## src/rtl/suks_pkg.sv

```systemverilog
// ----------------------------------------------------------------------------
// suks_pkg
// types, codes and sizes shared by the sorted key set and its cells
// ----------------------------------------------------------------------------
package suks_pkg;

  localparam int CAPACITY = 64;
  localparam int KEY_BITS = 32;
  localparam int CNT_BITS = $clog2(CAPACITY + 1);

  // operation codes
  localparam logic [1:0] OP_INSERT   = 2'd0;
  localparam logic [1:0] OP_CONTAINS = 2'd1;
  localparam logic [1:0] OP_PRED     = 2'd2;
  localparam logic [1:0] OP_SUCC     = 2'd3;

  // status codes
  localparam logic [1:0] ST_OK   = 2'd0;
  localparam logic [1:0] ST_DUP  = 2'd1;
  localparam logic [1:0] ST_FULL = 2'd2;
  localparam logic [1:0] ST_MISS = 2'd3;

  typedef struct packed {
    logic        [1:0]          operation;
    logic signed [KEY_BITS-1:0] key;
  } req_t;

  typedef struct packed {
    logic        [1:0]          status;
    logic signed [KEY_BITS-1:0] match_value;
    logic        [CNT_BITS-1:0] entry_count;
    logic signed [KEY_BITS-1:0] smallest_key;
    logic signed [KEY_BITS-1:0] largest_key;
  } rsp_t;

  // per-cell compare result against the broadcast key
  typedef struct packed {
    logic eq;
    logic lt;  // stored key below the broadcast key
    logic gt;  // stored key above the broadcast key
  } cell_flags_t;

  // control broadcast to every cell
  typedef struct packed {
    logic cmp_en;
    logic wr_en;
  } cell_ctl_t;

endpackage

```

## src/rtl/suks_cell.sv

```systemverilog
// ----------------------------------------------------------------------------
// suks_cell
// one slot of the sorted row: holds a key, compares it, shifts up on insert
// ----------------------------------------------------------------------------
module suks_cell (
  input  logic                                 clk,
  input  suks_pkg::cell_ctl_t                  ctl,
  input  logic                                 occ,
  input  logic signed [suks_pkg::KEY_BITS-1:0] cmd_key,
  input  logic signed [suks_pkg::KEY_BITS-1:0] prev_key,
  input  logic                                 prev_ins,
  output logic signed [suks_pkg::KEY_BITS-1:0] key_q,
  output suks_pkg::cell_flags_t                flags,
  output logic                                 ins
);

  // at or above the insert point: holds a key not below the operand, or nothing
  assign ins = ~flags.lt;

  always_ff @(posedge clk) begin
    if (ctl.cmp_en) begin
      flags.eq <= occ & (key_q == cmd_key);
      flags.lt <= occ & (key_q < cmd_key);
      flags.gt <= occ & (key_q > cmd_key);
    end
    if (ctl.wr_en) begin
      if (prev_ins) begin
        key_q <= prev_key;
      end else if (ins) begin
        key_q <= cmd_key;
      end
    end
  end

endmodule

```

## config.mk

```make
export PLATFORM = sky130hd
export DESIGN_NAME = suks_cell
export DESIGN_NICKNAME = d
export VERILOG_FILES = /design/src/rtl/suks_pkg.sv /design/src/rtl/suks_cell.sv
export SDC_FILE = /design/constraint.sdc
export NUM_CORES = 1
export LEC_CHECK = 0
export BUFFER_PORTS_ARGS = -buffer_cell sky130_fd_sc_hd__buf_2
export CORE_MARGIN = 8
export CORE_UTILIZATION = 50
export DETAILED_ROUTE_END_ITERATION = 6
export GPL_ROUTABILITY_DRIVEN = 0
export PLACE_DENSITY_LB_ADDON = 0.08
export SLEW_MARGIN = 20
export SYNTH_ARGS = -nofsm -noshare
export SYNTH_HDL_FRONTEND = slang
export SYNTH_SLANG_ARGS = --single-unit
```

## constraint.sdc

```tcl
create_clock -name clk -period 6.4 [get_ports clk]
set_input_delay 0 -clock clk [delete_from_list [all_inputs] [get_ports clk]]
set_output_delay 0 -clock clk [all_outputs]
set_load 0.05 [all_outputs]
```

-- Yosys cells after proc, flatten, opt, wreduce, memory -nomap -nowiden
Cells that the tools add are included.
- register bits: 35
- bits of input ports: 69
- logic and storage cells: 15
- $lt $le $gt $ge: 2
- equal/unequal tests: 2
- multiplexer cells: 2
- bitwise gates (word level): 4
- reductions and logical operators: 1
- operators with widths (operator ; number):
    32-bit 2-to-1 mux ; 2
    32-bit equality test ; 1
    32-bit > comparator ; 1
    32-bit less-than comparator ; 1
    1-bit bitwise AND ; 3
    2-bit inequality test, second input constant ; 1
    2-bit AND reduction ; 1
    1-bit inverter ; 1

-- Longest topological paths before layout
Gate-level depths: netlist (run 1).
- word-level depth: 2
- mapped depth: 8
- mapped depth without buffers: 8

-- Least setup slack after synthesis (run 1)
No wires, ideal clock.
- path type: reg-to-reg
- start: register key_q[14] (netlist bit)
- end: register flags[0] (netlist bit) (data pin)
- arrival time: 2.142 ns
- data required time: 6.139 ns
- slack: 3.998 ns
- cell stages (with the launch flop): 8
- buffers on the path: 0
- cell sequence: edfxtp_1 > ha_1 > a21oi_2 > nand2_1 > a221o_1 > or3_1 > a21oi_2 > mux2i_1
- longest elaborated chain between the ends: 2
- ends and longest elaborated chain (item ; RTL line ; source):
    start: declaration ; suks_cell.sv:12 ; output logic signed [suks_pkg::KEY_BITS-1:0] key_q,
    start signal: assignment ; suks_cell.sv:28 ; key_q <= prev_key;
    start signal: assignment ; suks_cell.sv:30 ; key_q <= cmd_key;
    32-bit > comparator ; suks_cell.sv:24 ; flags.gt <= occ & (key_q > cmd_key);
    1-bit bitwise AND ; suks_cell.sv:24 ;
    end: declaration ; suks_cell.sv:13 ; output suks_pkg::cell_flags_t flags,
Every way passes these cells.
A chain may end at the register's enable or synchronous reset.

-- Worst setup path in the final report (run 1)
Ends and elaborated chain as after synthesis.

==> impl_metrics.py, run 1 <==
metrics = {
    "outcome": {
        "status": "completed",
    },
    "pwr": {
        "ir_drop_mv": 0.155,
        "power_uw": 678,
        "netSwitchingFraction": 0.321,
        "p_int_uw": 460,
        "pwr-share-clk": 0.294,
        "power.density_nw_per_um2": 213,
        "combPwrFrac": 0.288,
        "power.net_switching_uw": 217,
        "pwr-share-seq": 0.418,
        "leakagePower_uw": 0.00160,
    },
    "timing": {
        "setup_viol": 0,
        "fin_skew_ps": 12.2,
        "worst_pin_slew_ps": 939,
        "final.setup.tns_ps": 0,
        "slew-limit-headroom": 0.374,
        "rsz0062_at_grt": "false",
        "slew_viol_final": 0,
        "finalCriticalPeriod_ps": 2210,
        "fin_crit_sh": 0.345,
        "hold_viol": 0,
        "fmax_mhz": 453,
    },
    "drt": {
        "highest_layer": "met4",
        "drtAntennaViolNets": 0,
        "routed-wl-met2_um": 3150,
        "routedLengthMet1_um": 2340,
        "drc": 0,
        "vias": 2070,
        "first_pass_iters": 4,
        "wl_met3_um": 541,
        "wl_per_cell_um": 14.8,
        "routed_wl_um": 6080,
        "vias_per_cell": 5.02,
        "drt_iter0_drc": 106,
    },
    "clocking": {
        "clock_sinks": 35,
        "clkTransAtPathRegs_ps": 70,
        "cts_tree": "done",
        "clkLatencyLatePin_ps": 290,
        "cts_max_level": 2,
        "cts_inserted_buffers": 5,
        "post_cts_resized": 0,
        "root_buffer": "clkbuf_8",
        "post_cts_buffers": 0,
        "cts_buffer_depth": 2,
    },
    "setup_path": {
        "critPathKind": "reg -> reg",
        "worstSetupStartpointType": "flop",
        "endpoint_kind": "flop",
        "cp_top_family": "simple AND/OR/NAND/NOR gates",
        "crit_fanout": 4,
        "crit_slowest_cell": "edfxtp_1",
        "required_ps": 6540,
        "crit_chain": "ha_1, nand4_1, nor2_1, a221o_1, or3_1, a21oi_2, mux2i_1",
        "critical_path_buf_inv_count": 0,
        "max_stage_delay_ps": 390,
        "cp_data_arrival_time_ps": 2350,
    },
    "synthesis": {
        "ys_seq_area_frac": 0.475,
        "netlist_area_sq_um": 2210,
        "synth_top_area_frac": 0.475,
        "yosys-top-cells-count": "nand2_1 (38), edfxtp_1 (35), o21ai_0 (35)",
        "synth_seq_cells": 35,
        "syn_nets": 326,
        "synth_cell_type_count": 26,
        "synth-async-reset-ratio": 0,
        "synth.most_common_cell": "nand2_1",
        "synth_edf_count": 35,
        "yosysTopAreaCell": "edfxtp_1",
        "yosys_most_used_dff": "edfxtp_1",
        "synthCells": 225,
        "synthTopCellsByArea": "edfxtp_1 (48%), ha_1 (18%), o21ai_0 (7.9%), nand2_1 (6.4%), inv_1 (5.8%)",
        "avgSynthCellArea_sq_um": 9.83,
        "yosys_warnings": 0,
    },
    "floorplan": {
        "core_sq_um": 4290,
        "boundaryPins": 105,
        "die_area_sq_um": 6810,
        "die_w_um": 82.5,
        "die_h_um": 82.5,
        "rows": 24,
        "start_util": 0.515,
    },
    "worst_hold_path": {
        "hold_path.class": "in -> reg",
    },
    "layout": {
        "drive_gt1_frac": 0.323,
        "final_cell_count_no_fill": 412,
        "final_nets": 459,
        "syn_to_final_growth_pct": 43.5,
        "postLayoutCoreUtil": 0.739,
    },
    "placement": {
        "dp_cells": 375,
        "hpwl_um": 4520,
        "io_buffers": 104,
    },
    "global_routing": {
        "grt_pass1_wl_um": 9450,
        "grt_pass1_vias": 2157,
        "track_usage": 0.180,
        "antenna_found_initial": 0,
        "overflow": 0,
        "grt_max_degree": 65,
    },
    "flow_run": {
        "maxCapViolCount": 0,
    },
}
==> layout by cell type, fill, tap and decap left out, drive strengths merged <==
cell type and instances:
o21a 1, nand3 4, buf 105, a2111oi 1, nor4 2, nor2b 1
a21oi 12, mux2 1, bufinv 1, nand2b 1, nor3 1, dlygate4sd3 28
a21o 3, a221o 1, a221oi 2, nor2 1, nand4 8, diode 1
clkbuf 5, clkinv 2, edfxtp 35, or3 1, o21ai 35, nand2 38
mux2i 2, o211ai 1, and3 1, inv 34, ha 32
==> routing by layer <==
layer  track usage  up-vias
li1              -     1065
met1         0.187      936
met2         0.332       64
met3        0.0693        5
met4        0.0466        0
met5             0        -
==> worst min-delay path, delay by kind of cell <==
kind	cells	cell delay (ps)
compound gates	1	70
buf+inv	1	80
simple gates	1	40
==> path summary, 6_finish.rpt <==
kind	from	endpoint	slack, ps	cells after the start
max	key_q[14]	flags[0]	4190	7
min	prev_key[14]	key_q[14]	8	3
max reg2reg	key_q[14]	flags[0]	4190	7
min reg2reg	key_q[31]	flags[1]	920	3
==> registers in the layout, indices dropped and copies added, names as in the netlist <==
register / flops
flags: 3
key_q: 32
==> power groups by stage <==
stage          Sequential, uW  Combinational [uW]  Clock [uW]
6_report                  283                 195         199
3_3_place_gp              287                 180           0
2_1_floorplan             346                67.3           0
5_1_grt                   285                 215         215
4_1_cts                   283                 196         205
3_5_place_dp              288                 182           0
==> final cells by class <==
class                   instances  area, sq um
well taps                      52         65.1
inverters                      34          128
repair buffers                133          808
diodes                          1         2.50
fillers                       333         1120
clock inverters                 3         43.8
clock buffers                   5         68.8
multi-input cells             149         1010
flip-flops and latches         35         1050
==> metrics by stage <==
| stage | setup WS (ps) | instance area (sq um) | hold WS, ps |
|---|---|---|---|
| 6_report | 4190 | 3170 | 8.24 |
| 5_1_grt | 4030 | 3170 | 18.5 |
| 4_1_cts | 4190 | 3170 | 6.29 |
| 3_5_place_dp | 4190 | 2780 | 248 |
| 3_3_place_gp | 4270 | 2780 | 246 |
| 2_1_floorplan | 4000 | 2210 | 112 |
==> logic make-up after synthesis <==
logic type / count (synthesis) / synth area share
buffers and inverters: 41 / 0.0696
AND/OR/NAND/NOR: 58 / 0.117
AO/OA/AOI/OAI: 56 / 0.143
multiplexers: 3 / 0.0141
flip-flops: 35 / 0.475
adder cells (fa/ha/maj): 32 / 0.181
==> timing repair <==
action	CTS	global route
endpoints found under the setup margin	0	0
hold buffers	28	0
hold endpoints to repair	30	0
No activity file was read; power rests on OpenSTA's default activity.
==> inputs of run 2 (changes only) <==
- CORE_UTILIZATION: 50 -> 42
- clock period: 6.4 -> 1.9 ns (I/O delays scaled with it)
==> run 2 against run 1 <==
The run now ends with negative setup slack left. Setup slack got worse by 4400 ps. Sequential share of layout area decreased by 0.77 points. Non-clock buffer count increased by 5. Flip-flop and latch count unchanged. Clock-buffer cell count increased by 1. Via count decreased by 1.3%. First-iteration DRC count decreased by 41%. Global-route usage decreased by 2.7 points. Clock power increased by 150%. Wire length decreased by 2.5%. Total power increased to 3.2 times the previous value. Utilization decreased by 10 points.
==> impl_metrics.py, run 2 (synthesis gave the netlist of run 1 again) <==
metrics = {
    "outcome": {
        "status": "complete, but fails checks",
        "violations": "negative setup slack",
    },
    "floorplan": {
        "core_sq_um": 5110,
        "start_util": 0.433,
        "boundaryPins": 105,
        "die_w_um": 88.6,
        "rows": 26,
        "die_h_um": 88.6,
        "die_area_sq_um": 7850,
    },
    "placement": {
        "io_buffers": 104,
        "dp_cells": 409,
        "hpwl_um": 4720,
    },
    "clocking": {
        "cts_inserted_buffers": 5,
        "clkLatencyLatePin_ps": 280,
        "cts_buffer_depth": 2,
        "cts_tree": "done",
        "clock_sinks": 35,
        "clkTransAtPathRegs_ps": 70,
        "cts_max_level": 2,
        "root_buffer": "clkbuf_8",
    },
    "drt": {
        "drt_iter0_drc": 63,
        "first_pass_iters": 4,
        "vias": 2044,
        "drc": 0,
        "routed_wl_um": 5930,
        "wl_per_cell_um": 13.7,
        "drtAntennaViolNets": 0,
        "vias_per_cell": 4.73,
    },
    "global_routing": {
        "antenna_found_initial": 0,
        "track_usage": 0.154,
        "grt_use_met1": 0.173,
        "grtUsageMet2": 0.276,
        "busiest_layer": "met2",
        "use_met3": 0.0436,
        "grt_pass1_vias": 2121,
        "grt_pass1_wl_um": 9360,
        "overflow": 0,
        "grt_max_degree": 33,
    },
    "layout": {
        "n_antenna_cell": 0,
        "drive_gt1_frac": 0.384,
        "final_nets": 464,
        "postLayoutCoreUtil": 0.636,
        "layout_commonest_cell": "buf_2",
        "top_regs": "key_q: 32 flops, flags: 3 flops",
        "syn_to_final_growth_pct": 46.9,
        "mostFrequentLayoutCells": "buf_2 (104), nand2_1 (38), edfxtp_1 (35)",
        "final_cell_count_no_fill": 432,
        "largest_register": "key_q",
        "largest_register_ffs": 32,
    },
    "pwr": {
        "leakagePower_uw": 0.00161,
        "ir_drop_mv": 0.457,
        "power.density_nw_per_um2": 660,
        "power_uw": 2150,
    },
    "timing": {
        "rsz0062_at_grt": "true",
        "hold_viol": 0,
        "slew-limit-headroom": 0.685,
        "fin_skew_ps": 4.61,
        "setup_slack_ps": -201,
        "slew_viol_final": 0,
        "finalCriticalPeriod_ps": 2100,
        "worst_pin_slew_ps": 472,
        "fmax_mhz": 476,
        "setup_viol": 2,
        "fin_crit_sh": 1.11,
    },
    "worst_hold_path": {
        "whs_endpoint": "key_q[8]",
        "hold_path.class": "in -> reg",
        "hold_depth": 3,
        "hp-start": "prev_key[8]",
    },
    "setup_path": {
        "crit_fanout": 3,
        "cp_data_arrival_time_ps": 2220,
        "required_ps": 2020,
        "r2r_setup_slack_ps": -200,
        "critPathKind": "reg -> reg",
        "endpoint_kind": "flop",
        "rr_endpoint": "flags[0]",
        "worstSetupStartpointType": "flop",
        "reg2regPathDepth": 7,
        "worstReg2RegStart": "key_q[14]",
    },
    "flow_run": {
        "maxCapViolCount": 0,
    },
}
## run 2: cell types whose count changed in the layout (fill, tap and decap cells not counted), sizes merged
cell         before  now
buf             105  122
diode             1    0
clkinv            2    0
dlygate4sd3      28   16
clkbuf            5    6
bufinv            1    0
## run 2: where the power goes
part           internal (uW)  leakage [uW]  total [uW]  switching, uW
Combinational            262       0.00123         698            436
Clock                    244     0.0000371         492            248
Sequential               926      0.000342         956           30.0
Total                   1430       0.00161        2150            713
## run 2: timing repair
item,in CTS,in global routing
buffers inserted,1,0
hold buffers,16,0
endpoints found under the hold margin,18,0
setup endpoints to repair,2,2
pin swaps,4,5
resized for setup,3,6
## run 2: area by class of cell
class / count / area (sq um)
tap: 70 / 87.6
clock buffer: 6 / 72.6
inverter: 34 / 128
fill: 452 / 1860
timing repair buffer: 138 / 816
multi-input combinational: 149 / 1090
sequential: 35 / 1050
## run 2: how the worst max path moves through the flow
stage                   start        to  depth (start not counted)
floorplan           key_q[13]  flags[1]                          7
global placement    key_q[14]  flags[1]                          7
detailed placement   key_q[5]  flags[0]                          7
CTS                 key_q[14]  flags[0]                          7
global route        key_q[10]  flags[0]                          7
finish              key_q[14]  flags[0]                          7
## run 2: per-layer routing
metal  part of all wire  vias up
met5                  0        -
met2               0.50       58
met1               0.43      907
li1                   -     1072
met3              0.067        7
met4             0.0084        0
## run 2: metrics by stage
| stage | setup TNS (ps) | setup slack (ps) | hold WS [ps] | instance area (sq um) |
|---|---|---|---|---|
| 2_1_floorplan | -770 | -385 | 112 | 2250 |
| 4_1_cts | -446 | -244 | 0.703 | 3210 |
| 3_5_place_dp | -437 | -237 | 249 | 2960 |
| 6_report | -360 | -201 | 5.25 | 3250 |
| 5_1_grt | -565 | -317 | 4.29 | 3250 |
| 3_3_place_gp | -293 | -147 | 250 | 2960 |
## run 2: worst max-delay path: stages, from the launching register on
cell,delay [ps]
edfxtp_1,420
ha_4,250
a21oi_2,120
nand2_1,70
a221o_1,350
or3_4,350
a21oi_4,160
mux2i_1,230
==> inputs of run 3 (changes only) <==
- CORE_UTILIZATION: 42 -> 47
- clock period: 1.9 -> 2.23 ns (I/O delays scaled with it)
==> run 3 against run 2 <==
The flow finishes with violations (negative hold slack). Final area decreased by 5.3%. Die area decreased by 8.8%. Clock power decreased by 12%. Critical path type unchanged. Maximum frequency increased by 1.9%. Wire length decreased by 0.86%.
==> impl_metrics.py, run 3 (synthesis gave the netlist of run 1 again) <==
metrics = {
    "worst_hold_path": {
        "hold_depth": 3,
        "hp-start": "prev_key[30]",
        "hold_path.class": "in -> reg",
        "whs_endpoint": "key_q[30]",
    },
    "placement": {
        "hpwl_um": 4700,
        "pre_cts_ws_ps": 137,
        "dp_cells": 380,
        "io_buffers": 104,
    },
    "global_routing": {
        "busiest_layer": "met2",
        "grt_pass1_vias": 2188,
        "grt_max_degree": 35,
        "track_usage": 0.167,
        "use_met3": 0.0683,
        "grtUsageMet2": 0.294,
        "grt_pass1_wl_um": 9740,
        "overflow": 0,
        "antenna_found_initial": 0,
        "grt_use_met1": 0.176,
    },
    "pwr": {
        "p_int_uw": 1190,
        "pwr-share-seq": 0.451,
        "power_uw": 1800,
        "power.density_nw_per_um2": 586,
        "ir_drop_mv": 0.298,
        "combPwrFrac": 0.308,
        "pwr-share-clk": 0.241,
        "netSwitchingFraction": 0.339,
        "power.net_switching_uw": 611,
        "leakagePower_uw": 0.00155,
    },
    "clocking": {
        "clock_sinks": 35,
        "cts_buffer_depth": 2,
        "cts_tree": "done",
        "cts_inserted_buffers": 5,
        "cts_max_level": 2,
        "clkLatencyLatePin_ps": 290,
        "root_buffer": "clkbuf_8",
        "clkTransAtPathRegs_ps": 70,
    },
    "floorplan": {
        "die_w_um": 84.6,
        "die_h_um": 84.6,
        "rows": 25,
        "boundaryPins": 105,
        "die_area_sq_um": 7160,
        "start_util": 0.478,
        "core_sq_um": 4630,
    },
    "timing": {
        "hold_viol": 1,
        "slew-limit-headroom": 0.723,
        "fin_crit_sh": 0.924,
        "slew_viol_final": 0,
        "fin_worst_hold_slack_ps": -1.24,
        "finalCriticalPeriod_ps": 2060,
        "worst_pin_slew_ps": 416,
        "rsz0062_at_grt": "false",
        "fmax_mhz": 485,
        "fin_skew_ps": 9.48,
        "final.setup.tns_ps": 0,
        "setup_viol": 0,
        "setup_slack_ps": 169,
    },
    "layout": {
        "final_nets": 450,
        "layout_commonest_cell": "buf_2",
        "largest_register_ffs": 32,
        "syn_to_final_growth_pct": 39.1,
        "top_regs": "key_q: 32 flops, flags: 3 flops",
        "largest_register": "key_q",
        "mostFrequentLayoutCells": "buf_2 (104), nand2_1 (38), o21ai_0 (35), edfxtp_1 (35), inv_1 (34)",
        "drive_gt1_frac": 0.347,
        "final_cell_count_no_fill": 403,
        "n_antenna_cell": 0,
    },
    "drt": {
        "drt_iter0_drc": 68,
        "vias": 2030,
        "drtAntennaViolNets": 0,
        "wl_per_cell_um": 14.6,
        "vias_per_cell": 5.04,
        "routed_wl_um": 5880,
        "first_pass_iters": 4,
        "drc": 0,
    },
    "setup_path": {
        "r2r_setup_slack_ps": 170,
        "endpoint_kind": "flop",
        "reg2regPathDepth": 7,
        "required_ps": 2370,
        "crit_chain": "ha_1, a21oi_1, o21ai_0, a221o_1, or3_1, a21oi_2, mux2i_1",
        "worstReg2RegStart": "key_q[5]",
        "cp_data_arrival_time_ps": 2200,
        "critPathKind": "reg -> reg",
        "worstSetupStartpointType": "flop",
        "crit_slowest_cell": "edfxtp_1",
        "crit_fanout": 2,
        "rr_endpoint": "flags[0]",
        "max_stage_delay_ps": 400,
    },
    "flow_run": {
        "maxCapViolCount": 0,
    },
    "outcome": {
        "status": "complete, but fails checks",
        "violations": "negative hold slack",
    },
}
==> run 3: cell count changes in the layout (fill, tap and decap cells not counted), sizes merged <==
cell / before / now
dlygate4sd3: 16 / 15
buf: 122 / 109
clkinv: 0 / 2
clkbuf: 6 / 5
==> run 3: repair_timing <==
item	4_1_cts	5_1_grt
buffers inserted	0	1
hold endpoints to repair	17	0
hold buffers	15	0
endpoints found under the setup margin	0	2
resized for setup	0	0
==> run 3: critical path: cells and delay by family (launching register included) <==
family,cells,cell delay (ps)
compound gates,4,670
flops,1,400
fa+ha+maj,1,310
mux,1,190
simple gates,1,330
==> run 3: power groups by stage <==
stage	sequential [uW]	clock (uW)	combinational, uW
floorplan	993	0	198
finish	813	434	555
global route	820	465	614
global placement	826	0	528
detailed placement	828	0	536
CTS	814	443	559
==> run 3: per-stage QoR <==
step                utilization  cell area, sq um
finish                    0.665              3080
global route              0.665              3080
CTS                       0.663              3070
detailed placement        0.614              2840
global placement          0.614              2840
floorplan                     -              2240
==> run 3: worst max-delay path by stage <==
stage / end / slack (ps) / startpoint / cells after the start
2_1_floorplan: flags[0] / -60 / key_q[13] / 7
3_3_place_gp: flags[0] / 180 / key_q[13] / 7
3_5_place_dp: flags[1] / 140 / key_q[15] / 7
4_1_cts: flags[0] / 130 / key_q[15] / 7
5_1_grt: flags[0] / 20 / key_q[5] / 7
6_report: flags[0] / 170 / key_q[5] / 7
==> run 3: area by class of cell <==
| type | instances | area [sq um] |
|---|---|---|
| clock buffer | 5 | 68.8 |
| clock inverter | 2 | 8.76 |
| fill | 389 | 1550 |
| inverter | 34 | 128 |
| multi-input combinational | 149 | 1030 |
| sequential | 35 | 1050 |
| tap | 54 | 67.6 |
| timing repair buffer | 124 | 721 |
==> run 3: routing by layer <==
| metal | vias to the layer above | share of wire |
|---|---|---|
| met3 | 9 | 0.082 |
| met2 | 68 | 0.49 |
| met4 | 0 | 0.013 |
| met5 | - | 0 |
| met1 | 908 | 0.41 |
| li1 | 1045 | - |
